===== src/rtl/core/dvdd_pkg.sv =====
// Shared types, constants and lookup functions for the date check and day difference block.
package dvdd_pkg;

  // Field widths.
  localparam int YEAR_W  = 14;
  localparam int MONTH_W = 4;
  localparam int DAY_W   = 5;
  localparam int MTERM_W = 9;
  localparam int Q_W     = 8;
  localparam int PROD_W  = 25;
  localparam int DN_W    = 24;
  localparam int DELTA_W = 25;
  localparam int DIFF_W  = 23;

  // Configuration reset values.
  localparam logic [YEAR_W-1:0] YEAR_FLOOR_RST   = 14'd1500;
  localparam logic [YEAR_W-1:0] CURRENT_YEAR_RST = 14'd2024;

  // Division by 25 through a reciprocal: q = (x * 5243) >> 17 is exact for x < 4096.
  localparam logic [PROD_W-1:0] RECIP_25    = 25'd5243;
  localparam int                RECIP_SHIFT = 17;

  // Day number constants.
  localparam logic [DN_W-1:0] DAYS_PER_YEAR = 24'd365;
  localparam logic [DN_W-1:0] EPOCH_OFFSET  = 24'd306;

  // Difference saturation bounds.
  localparam logic signed [DELTA_W-1:0] DIFF_MAX = 25'sd4194303;
  localparam logic signed [DELTA_W-1:0] DIFF_MIN = -25'sd4194303;

  // Configuration register indexes.
  typedef enum logic {
    CFG_YEAR_FLOOR   = 1'b0,
    CFG_CURRENT_YEAR = 1'b1
  } cfg_index_t;

  // Date status codes, first failing check wins.
  typedef enum logic [1:0] {
    STATUS_OK        = 2'd0,
    STATUS_YEAR_BAD  = 2'd1,
    STATUS_MONTH_BAD = 2'd2,
    STATUS_DAY_BAD   = 2'd3
  } status_t;

  // Stage one result for one date.
  typedef struct packed {
    logic [YEAR_W-1:0]  year;
    logic [MONTH_W-1:0] month;
    logic [DAY_W-1:0]   day;
    logic               year_bad;
    logic               ty_neg;
    logic [YEAR_W-1:0]  ty;
    logic [MTERM_W-1:0] mterm;
    logic [PROD_W-1:0]  prod_year;
    logic [PROD_W-1:0]  prod_ty;
  } s1_t;

  // Stage two result for one date.
  typedef struct packed {
    status_t               status;
    logic signed [DN_W-1:0] dn;
  } s2_t;

  // Month length without the leap day; zero for months out of range.
  function automatic logic [DAY_W-1:0] month_len(input logic [MONTH_W-1:0] m);
    logic [DAY_W-1:0] len;
    case (m)
      4'd1, 4'd3, 4'd5, 4'd7, 4'd8, 4'd10, 4'd12: len = 5'd31;
      4'd4, 4'd6, 4'd9, 4'd11:                     len = 5'd30;
      4'd2:                                        len = 5'd28;
      default:                                     len = 5'd0;
    endcase
    return len;
  endfunction

  // (153 * tm - 457) / 5 for the shifted month tm of 3 to 15.
  function automatic logic [MTERM_W-1:0] month_term(input logic [MONTH_W-1:0] tm);
    logic [MTERM_W-1:0] t;
    case (tm)
      4'd3:    t = 9'd0;
      4'd4:    t = 9'd31;
      4'd5:    t = 9'd61;
      4'd6:    t = 9'd92;
      4'd7:    t = 9'd122;
      4'd8:    t = 9'd153;
      4'd9:    t = 9'd184;
      4'd10:   t = 9'd214;
      4'd11:   t = 9'd245;
      4'd12:   t = 9'd275;
      4'd13:   t = 9'd306;
      4'd14:   t = 9'd337;
      4'd15:   t = 9'd367;
      default: t = 9'd0;
    endcase
    return t;
  endfunction

endpackage


===== src/rtl/core/dvdd_front.sv =====
// Stage one for one date: year range check, month shift and reciprocal products.
module dvdd_front
  import dvdd_pkg::*;
(
  input  logic                clk,
  input  logic                en,
  input  logic [YEAR_W-1:0]   year,
  input  logic [MONTH_W-1:0]  month,
  input  logic [DAY_W-1:0]    day,
  input  logic [YEAR_W-1:0]   year_floor,
  input  logic [YEAR_W-1:0]   current_year,
  output s1_t                 s1
);

  logic                 early;
  logic                 ty_neg_next;
  logic [YEAR_W-1:0]    ty_next;
  logic [MONTH_W-1:0]   tm;
  logic [YEAR_W:0]      year_top;
  logic                 year_bad_next;

  // January and February count as months 13 and 14 of the previous year.
  assign early       = (month < 4'd3);
  assign ty_neg_next = early && (year == '0);
  assign ty_next     = (early && !ty_neg_next) ? (year - 14'd1) : (ty_neg_next ? '0 : year);
  assign tm          = early ? (month + 4'd12) : month;

  // Year must lie from year_floor to current_year + 1.
  assign year_top      = {1'b0, current_year} + 15'd1;
  assign year_bad_next = (year < year_floor) || ({1'b0, year} > year_top);

  // Stage register; the products give quotients by 100 after the shift.
  always_ff @(posedge clk) begin
    if (en) begin
      s1.year      <= year;
      s1.month     <= month;
      s1.day       <= day;
      s1.year_bad  <= year_bad_next;
      s1.ty_neg    <= ty_neg_next;
      s1.ty        <= ty_next;
      s1.mterm     <= month_term(tm);
      s1.prod_year <= {13'd0, year[YEAR_W-1:2]} * RECIP_25;
      s1.prod_ty   <= {13'd0, ty_next[YEAR_W-1:2]} * RECIP_25;
    end
  end

endmodule


===== src/rtl/core/dvdd_daynum.sv =====
// Stage two for one date: leap rule, date status and Rata Die day number.
module dvdd_daynum
  import dvdd_pkg::*;
(
  input  logic clk,
  input  logic en,
  input  s1_t  s1,
  output s2_t  s2
);

  logic [Q_W-1:0]    q100_year;
  logic [Q_W-1:0]    q100_ty;
  logic [Q_W-1:0]    q400_ty;
  logic              cent;
  logic              leap;
  logic [DAY_W-1:0]  len;
  status_t           status_next;
  logic [DN_W-1:0]   dn_next;

  // Quotients by 100 and 400 from the registered reciprocal products.
  assign q100_year = s1.prod_year[RECIP_SHIFT +: Q_W];
  assign q100_ty   = s1.prod_ty[RECIP_SHIFT +: Q_W];
  assign q400_ty   = {2'd0, q100_ty[Q_W-1:2]};

  // Leap year: divisible by 4 and not by 100, or divisible by 400.
  assign cent = (s1.year == ({6'd0, q100_year} * 14'd100));
  assign leap = ((s1.year[1:0] == 2'd0) && !cent) || (cent && (q100_year[1:0] == 2'd0));
  assign len  = month_len(s1.month) + {4'd0, (s1.month == 4'd2) && leap};

  // Status with year first, then month, then day.
  always_comb begin
    if (s1.year_bad) begin
      status_next = STATUS_YEAR_BAD;
    end else if ((s1.month < 4'd1) || (s1.month > 4'd12)) begin
      status_next = STATUS_MONTH_BAD;
    end else if ((s1.day < 5'd1) || (s1.day > len)) begin
      status_next = STATUS_DAY_BAD;
    end else begin
      status_next = STATUS_OK;
    end
  end

  // Day number in two's complement; a year before year one adds -365 only.
  assign dn_next = ({10'd0, s1.ty} * DAYS_PER_YEAR)
                 + {12'd0, s1.ty[YEAR_W-1:2]}
                 - {16'd0, q100_ty}
                 + {16'd0, q400_ty}
                 + {15'd0, s1.mterm}
                 + {19'd0, s1.day}
                 - EPOCH_OFFSET
                 - (s1.ty_neg ? DAYS_PER_YEAR : '0);

  // Stage register.
  always_ff @(posedge clk) begin
    if (en) begin
      s2.status <= status_next;
      s2.dn     <= $signed(dn_next);
    end
  end

endmodule


===== src/rtl/core/dvdd_compare.sv =====
// Stage three: day difference with saturation and the order flags.
module dvdd_compare
  import dvdd_pkg::*;
(
  input  logic                     clk,
  input  logic                     en,
  input  s2_t                      s2_a,
  input  s2_t                      s2_b,
  output logic [1:0]               status_a,
  output logic [1:0]               status_b,
  output logic signed [DIFF_W-1:0] day_difference,
  output logic                     is_less,
  output logic                     is_equal,
  output logic                     is_greater
);

  logic signed [DELTA_W-1:0] delta;
  logic signed [DELTA_W-1:0] clipped;

  // Full width difference, then clip to the output range.
  assign delta = DELTA_W'(s2_a.dn) - DELTA_W'(s2_b.dn);

  always_comb begin
    if (delta > DIFF_MAX) begin
      clipped = DIFF_MAX;
    end else if (delta < DIFF_MIN) begin
      clipped = DIFF_MIN;
    end else begin
      clipped = delta;
    end
  end

  // Output register; flags follow the unclipped comparison.
  always_ff @(posedge clk) begin
    if (en) begin
      status_a       <= s2_a.status;
      status_b       <= s2_b.status;
      day_difference <= clipped[DIFF_W-1:0];
      is_less        <= (s2_a.dn < s2_b.dn);
      is_equal       <= (s2_a.dn == s2_b.dn);
      is_greater     <= (s2_a.dn > s2_b.dn);
    end
  end

endmodule


===== src/rtl/core/date_validate_and_day_difference_top.sv =====
// Top level of the date check and day difference pipeline.
//
//   Channel   Handshake                 Payload
//   input     in_valid / in_ready       year_a month_a day_a year_b month_b day_b
//   output    out_valid / out_ready     status_a status_b day_difference is_less
//                                       is_equal is_greater
//   config    cfg_we                    cfg_index cfg_data
//
// Three register stages: range check and reciprocal products, day numbers and
// status, then difference and flags. One item is accepted every cycle unless a
// stall reaches the input. Each stage advances when it is empty or the next one
// advances, so a stall on out_ready holds all items in place and bubbles fill.
// Reset clears the stage valid bits and loads year_floor 1500, current_year 2024.
module date_validate_and_day_difference_top
  import dvdd_pkg::*;
(
  input  logic                     clk,
  input  logic                     rst,
  input  logic                     in_valid,
  output logic                     in_ready,
  input  logic [YEAR_W-1:0]        year_a,
  input  logic [MONTH_W-1:0]       month_a,
  input  logic [DAY_W-1:0]         day_a,
  input  logic [YEAR_W-1:0]        year_b,
  input  logic [MONTH_W-1:0]       month_b,
  input  logic [DAY_W-1:0]         day_b,
  output logic                     out_valid,
  input  logic                     out_ready,
  output logic [1:0]               status_a,
  output logic [1:0]               status_b,
  output logic signed [DIFF_W-1:0] day_difference,
  output logic                     is_less,
  output logic                     is_equal,
  output logic                     is_greater,
  input  logic                     cfg_we,
  input  logic                     cfg_index,
  input  logic [YEAR_W-1:0]        cfg_data
);

  logic [YEAR_W-1:0] year_floor;
  logic [YEAR_W-1:0] current_year;
  logic              v1;
  logic              v2;
  logic              v3;
  logic              en1;
  logic              en2;
  logic              en3;
  s1_t               s1_a;
  s1_t               s1_b;
  s2_t               s2_a;
  s2_t               s2_b;

  // Configuration registers.
  always_ff @(posedge clk) begin
    if (rst) begin
      year_floor   <= YEAR_FLOOR_RST;
      current_year <= CURRENT_YEAR_RST;
    end else if (cfg_we) begin
      case (cfg_index_t'(cfg_index))
        CFG_YEAR_FLOOR:   year_floor   <= cfg_data;
        CFG_CURRENT_YEAR: current_year <= cfg_data;
        default:          ;
      endcase
    end
  end

  // Stage enables: a stage loads when empty or when its contents move on.
  assign en3      = !v3 || out_ready;
  assign en2      = !v2 || en3;
  assign en1      = !v1 || en2;
  assign in_ready = en1;
  assign out_valid = v3;

  // Valid bits that travel with each item.
  always_ff @(posedge clk) begin
    if (rst) begin
      v1 <= 1'b0;
      v2 <= 1'b0;
      v3 <= 1'b0;
    end else begin
      if (en1) begin
        v1 <= in_valid;
      end
      if (en2) begin
        v2 <= v1;
      end
      if (en3) begin
        v3 <= v2;
      end
    end
  end

  // Stage one for both dates.
  dvdd_front u_front_a (
    .clk          (clk),
    .en           (en1),
    .year         (year_a),
    .month        (month_a),
    .day          (day_a),
    .year_floor   (year_floor),
    .current_year (current_year),
    .s1           (s1_a)
  );

  dvdd_front u_front_b (
    .clk          (clk),
    .en           (en1),
    .year         (year_b),
    .month        (month_b),
    .day          (day_b),
    .year_floor   (year_floor),
    .current_year (current_year),
    .s1           (s1_b)
  );

  // Stage two for both dates.
  dvdd_daynum u_daynum_a (
    .clk (clk),
    .en  (en2),
    .s1  (s1_a),
    .s2  (s2_a)
  );

  dvdd_daynum u_daynum_b (
    .clk (clk),
    .en  (en2),
    .s1  (s1_b),
    .s2  (s2_b)
  );

  // Stage three and the output register.
  dvdd_compare u_compare (
    .clk            (clk),
    .en             (en3),
    .s2_a           (s2_a),
    .s2_b           (s2_b),
    .status_a       (status_a),
    .status_b       (status_b),
    .day_difference (day_difference),
    .is_less        (is_less),
    .is_equal       (is_equal),
    .is_greater     (is_greater)
  );

endmodule


===== config.mk =====
export PLATFORM = sky130hd
export DESIGN_NAME = date_validate_and_day_difference_top
export DESIGN_NICKNAME = d
export VERILOG_FILES = /design/src/rtl/core/dvdd_pkg.sv /design/src/rtl/core/dvdd_front.sv /design/src/rtl/core/dvdd_daynum.sv /design/src/rtl/core/dvdd_compare.sv /design/src/rtl/core/date_validate_and_day_difference_top.sv
export SDC_FILE = /design/constraint.sdc
export NUM_CORES = 2
export LEC_CHECK = 0
export ABC_AREA = 1
export ABC_CLOCK_PERIOD_IN_PS = 7850
export BUFFER_PORTS_ARGS = -buffer_cell sky130_fd_sc_hd__buf_2
export CORE_MARGIN = 2
export CORE_UTILIZATION = 34
export DETAILED_ROUTE_END_ITERATION = 10
export GPL_ROUTABILITY_DRIVEN = 0
export PLACE_DENSITY = 0.48
export SETUP_SLACK_MARGIN = 0.15
export SKIP_CTS_REPAIR_TIMING = 1
export SLEW_MARGIN = 5
export SYNTH_ARGS = -nofsm -noshare
export SYNTH_HDL_FRONTEND = slang
export SYNTH_SLANG_ARGS = --single-unit

===== constraint.sdc =====
create_clock -name clk -period 7.85 [get_ports clk]
set_input_delay 1.57 -clock clk [delete_from_list [all_inputs] [get_ports clk]]
set_output_delay 1.57 -clock clk [all_outputs]
set_load 0.02 [all_outputs]

==> metrics.txt <==
highest routing layer actually used met5; cell taking the most area after synthesis ha_1; pins over their slew limit 0; synthesis-stage register bit count 247; Hold WS between 0.4 and 0.5 ns; highest clock rate ~140 MHz; Post-DP Area 0.0367 sq mm; top_reg_cell synth edfxtp_1; status completed; initial antenna violation count 5; die area 0.103 sq mm; CTS tree yes; post-layout minimum cycle time ~7 ns; CTS clock-pin slew for the worst setup and hold paths 0.05 ns; count of cell types in the netlist 52; Worst Path Required between 8 and 9 ns; Core Area between 0.1 and 0.15 sq mm; Routed Antenna Nets 0; Final Hold Fails 0; Synth top area share 26.8%; post-route insts no fill 5177; post-route DRC violation count 0; Mapped Area around 0.034 sq mm; largest net degree at the start of global routing 58; worst reg-to-reg path cell count 25; Top delay family on crit path adder cells; clock root buffer clkbuf_16; ys async rst share 0%; CP startpoint year_b[11]; Placed Cells just over 5000; H-tree depth 2; max capacitance violation total 0; DRT Wirelength 83700 um; RSZ-0062 raised after global routing false; clock tree buffer depth 3; FP Rows 116; Final Cycle Share between 90% and 100%; post-synthesis area per instance slightly above 9 sq um; DP HPWL around 73000 um; crit path capture u_front_b.s1[24]; P&R area growth vs syn 10.4%; most frequent cells after synthesis inv_1, ha_1, nand2_1; CP arrival between 7 and 8 ns; Yosys warnings 0; layout cells sized above 1 about 6.5%; number of global-route vias before repair ~25000; crit end category flop; Clk Latency, worst-skew pair 0.58 ns; Worst R2R Start u_front_a.s1[43]; CP Class in2reg; final setup fails 0; worst-margin pin slew between 1 and 1.5 ns; largest cells by area after synthesis ha_1, fa_1, edfxtp_1; Synthesized Nets 4836; routed vias/inst 4.60; Worst setup SP type input pin; Levels on crit path 34; Critical Path Max Stage Delay slightly below 0.5 ns; Design Area, Final 0.0378 sq mm; DRT Pass-1 Iters 5; first-pass GRT wire length about 140000 um; M1 wire length 43000 um; Routed wire per std cell around 16 um; Post-Route Skew roughly 0.037 ns; number of synthesized flops with an enable pin 210; met3 wire len between 2000 and 2500 um; final core occ between 30% and 40%; die width roughly 320 um; CP max-delay cell fa_1; Hold Path Class reg2reg; Synth Instances roughly 3700; Seq/Total Area, Yosys just over 20%; most common cell in the synthesized netlist inv_1; CP Buf/Inv Count 6; First DRT Iteration DRCs roughly 1100; most frequent CP cell nand2_1; Worst R2R Setup Slack approximately 1.9 ns; cts bufs inserted 34; CTS Sinks approximately 250; crit-path max FO 6; Initial Util between 30% and 40%; NumNets Final roughly 5000; IO Port Bufs 97; routed wl met2 between 30000 and 40000 um; Die Y roughly 320 um; number of top-level pins 98; GRT Residual Overflow 0; vias 23800; GRT Util Overall roughly 17%; Slew headroom 32.4%; R2R Path End u_daynum_a.s2[25]
[routing by layer]
metal	track usage [%]	up-vias
met1	24.6	11300
li1	-	12200
met5	0	-
met3	1.85	75
met2	27.3	267
met4	2.72	6
[per-stage QoR]
step | TNS (ns) | setup slack (ns)
finish | 0 | 0.717
global route | 0 | 0.199
CTS | 0 | 0.585
detailed placement | -0.00476 | -0.00476
global placement | 0 | 0.0596
floorplan | 0 | 0.699
[registers in the layout (all words and copies together), names as in the netlist, 2 cells and up, named ones only]
register                  cells
u_compare.status_b            2
current_year                 14
u_front_a.s1                 64
u_compare.status_a            2
u_compare.day_difference     23
u_front_b.s1                 64
u_daynum_b.s2                26
year_floor                   14
u_daynum_a.s2                26
[placed cells by master (no fill, tap or decap), drive strengths merged, types with 5 or more instances in the layout]
cell | netlist | final
dfxtp | 37 | 37
xor2 | 99 | 99
a21oi | 195 | 195
o211ai | 22 | 22
nand4 | 39 | 39
a21o | 16 | 16
clkbuf | 7 | 41
o21bai | 15 | 15
nor3b | 5 | 5
nor4 | 10 | 10
o22ai | 7 | 7
xnor2 | 36 | 36
nand3 | 101 | 101
ha | 734 | 734
nand2 | 469 | 469
a21boi | 10 | 10
edfxtp | 210 | 210
clkinv | 1 | 16
o21ai | 121 | 121
nor2 | 170 | 170
o221ai | 5 | 5
o31ai | 6 | 6
nor3 | 24 | 24
o21a | 8 | 8
buf | 6 | 155
fa | 363 | 363
a31oi | 12 | 12
or2 | 10 | 10
inv | 912 | 915
[logic make-up after synthesis]
group | Yosys count | synth area share (%)
AO/OA/AOI/OAI | 434 | 7.22
buffers and inverters | 926 | 10.2
adder cells (fa/ha/maj) | 1097 | 48.0
XOR/XNOR | 136 | 3.52
flip-flops | 247 | 20.6
AND/OR/NAND/NOR | 833 | 10.4
[cell type report]
cell class,count,area [sq um]
repair buffers,155,921
clock inverters,21,206
clock buffers,41,877
multi-input cells,2500,23700
diodes,2,5.00
fillers,10100,62200
well taps,1298,1620
inverters,913,3430
flip-flops and latches,247,7050
[worst min path at each step]
stage | start | to | slack [ns] | cells past startpoint
after global placement | u_daynum_b.s2[24] | u_compare.status_b[0] | 0.40 | 0
after CTS | u_daynum_b.s2[24] | u_compare.status_b[0] | 0.43 | 0
after detailed placement | u_daynum_b.s2[24] | u_compare.status_b[0] | 0.41 | 0
final | u_daynum_b.s2[24] | u_compare.status_b[0] | 0.42 | 0
after global routing | u_daynum_b.s2[24] | u_compare.status_b[0] | 0.44 | 0
after floorplan | u_daynum_a.s2[24] | u_compare.status_a[0] | 0.40 | 0
Power is left out: the tool's default activity adds up to more than one toggle a clock period on the data nets, which glitch-free logic cannot reach.
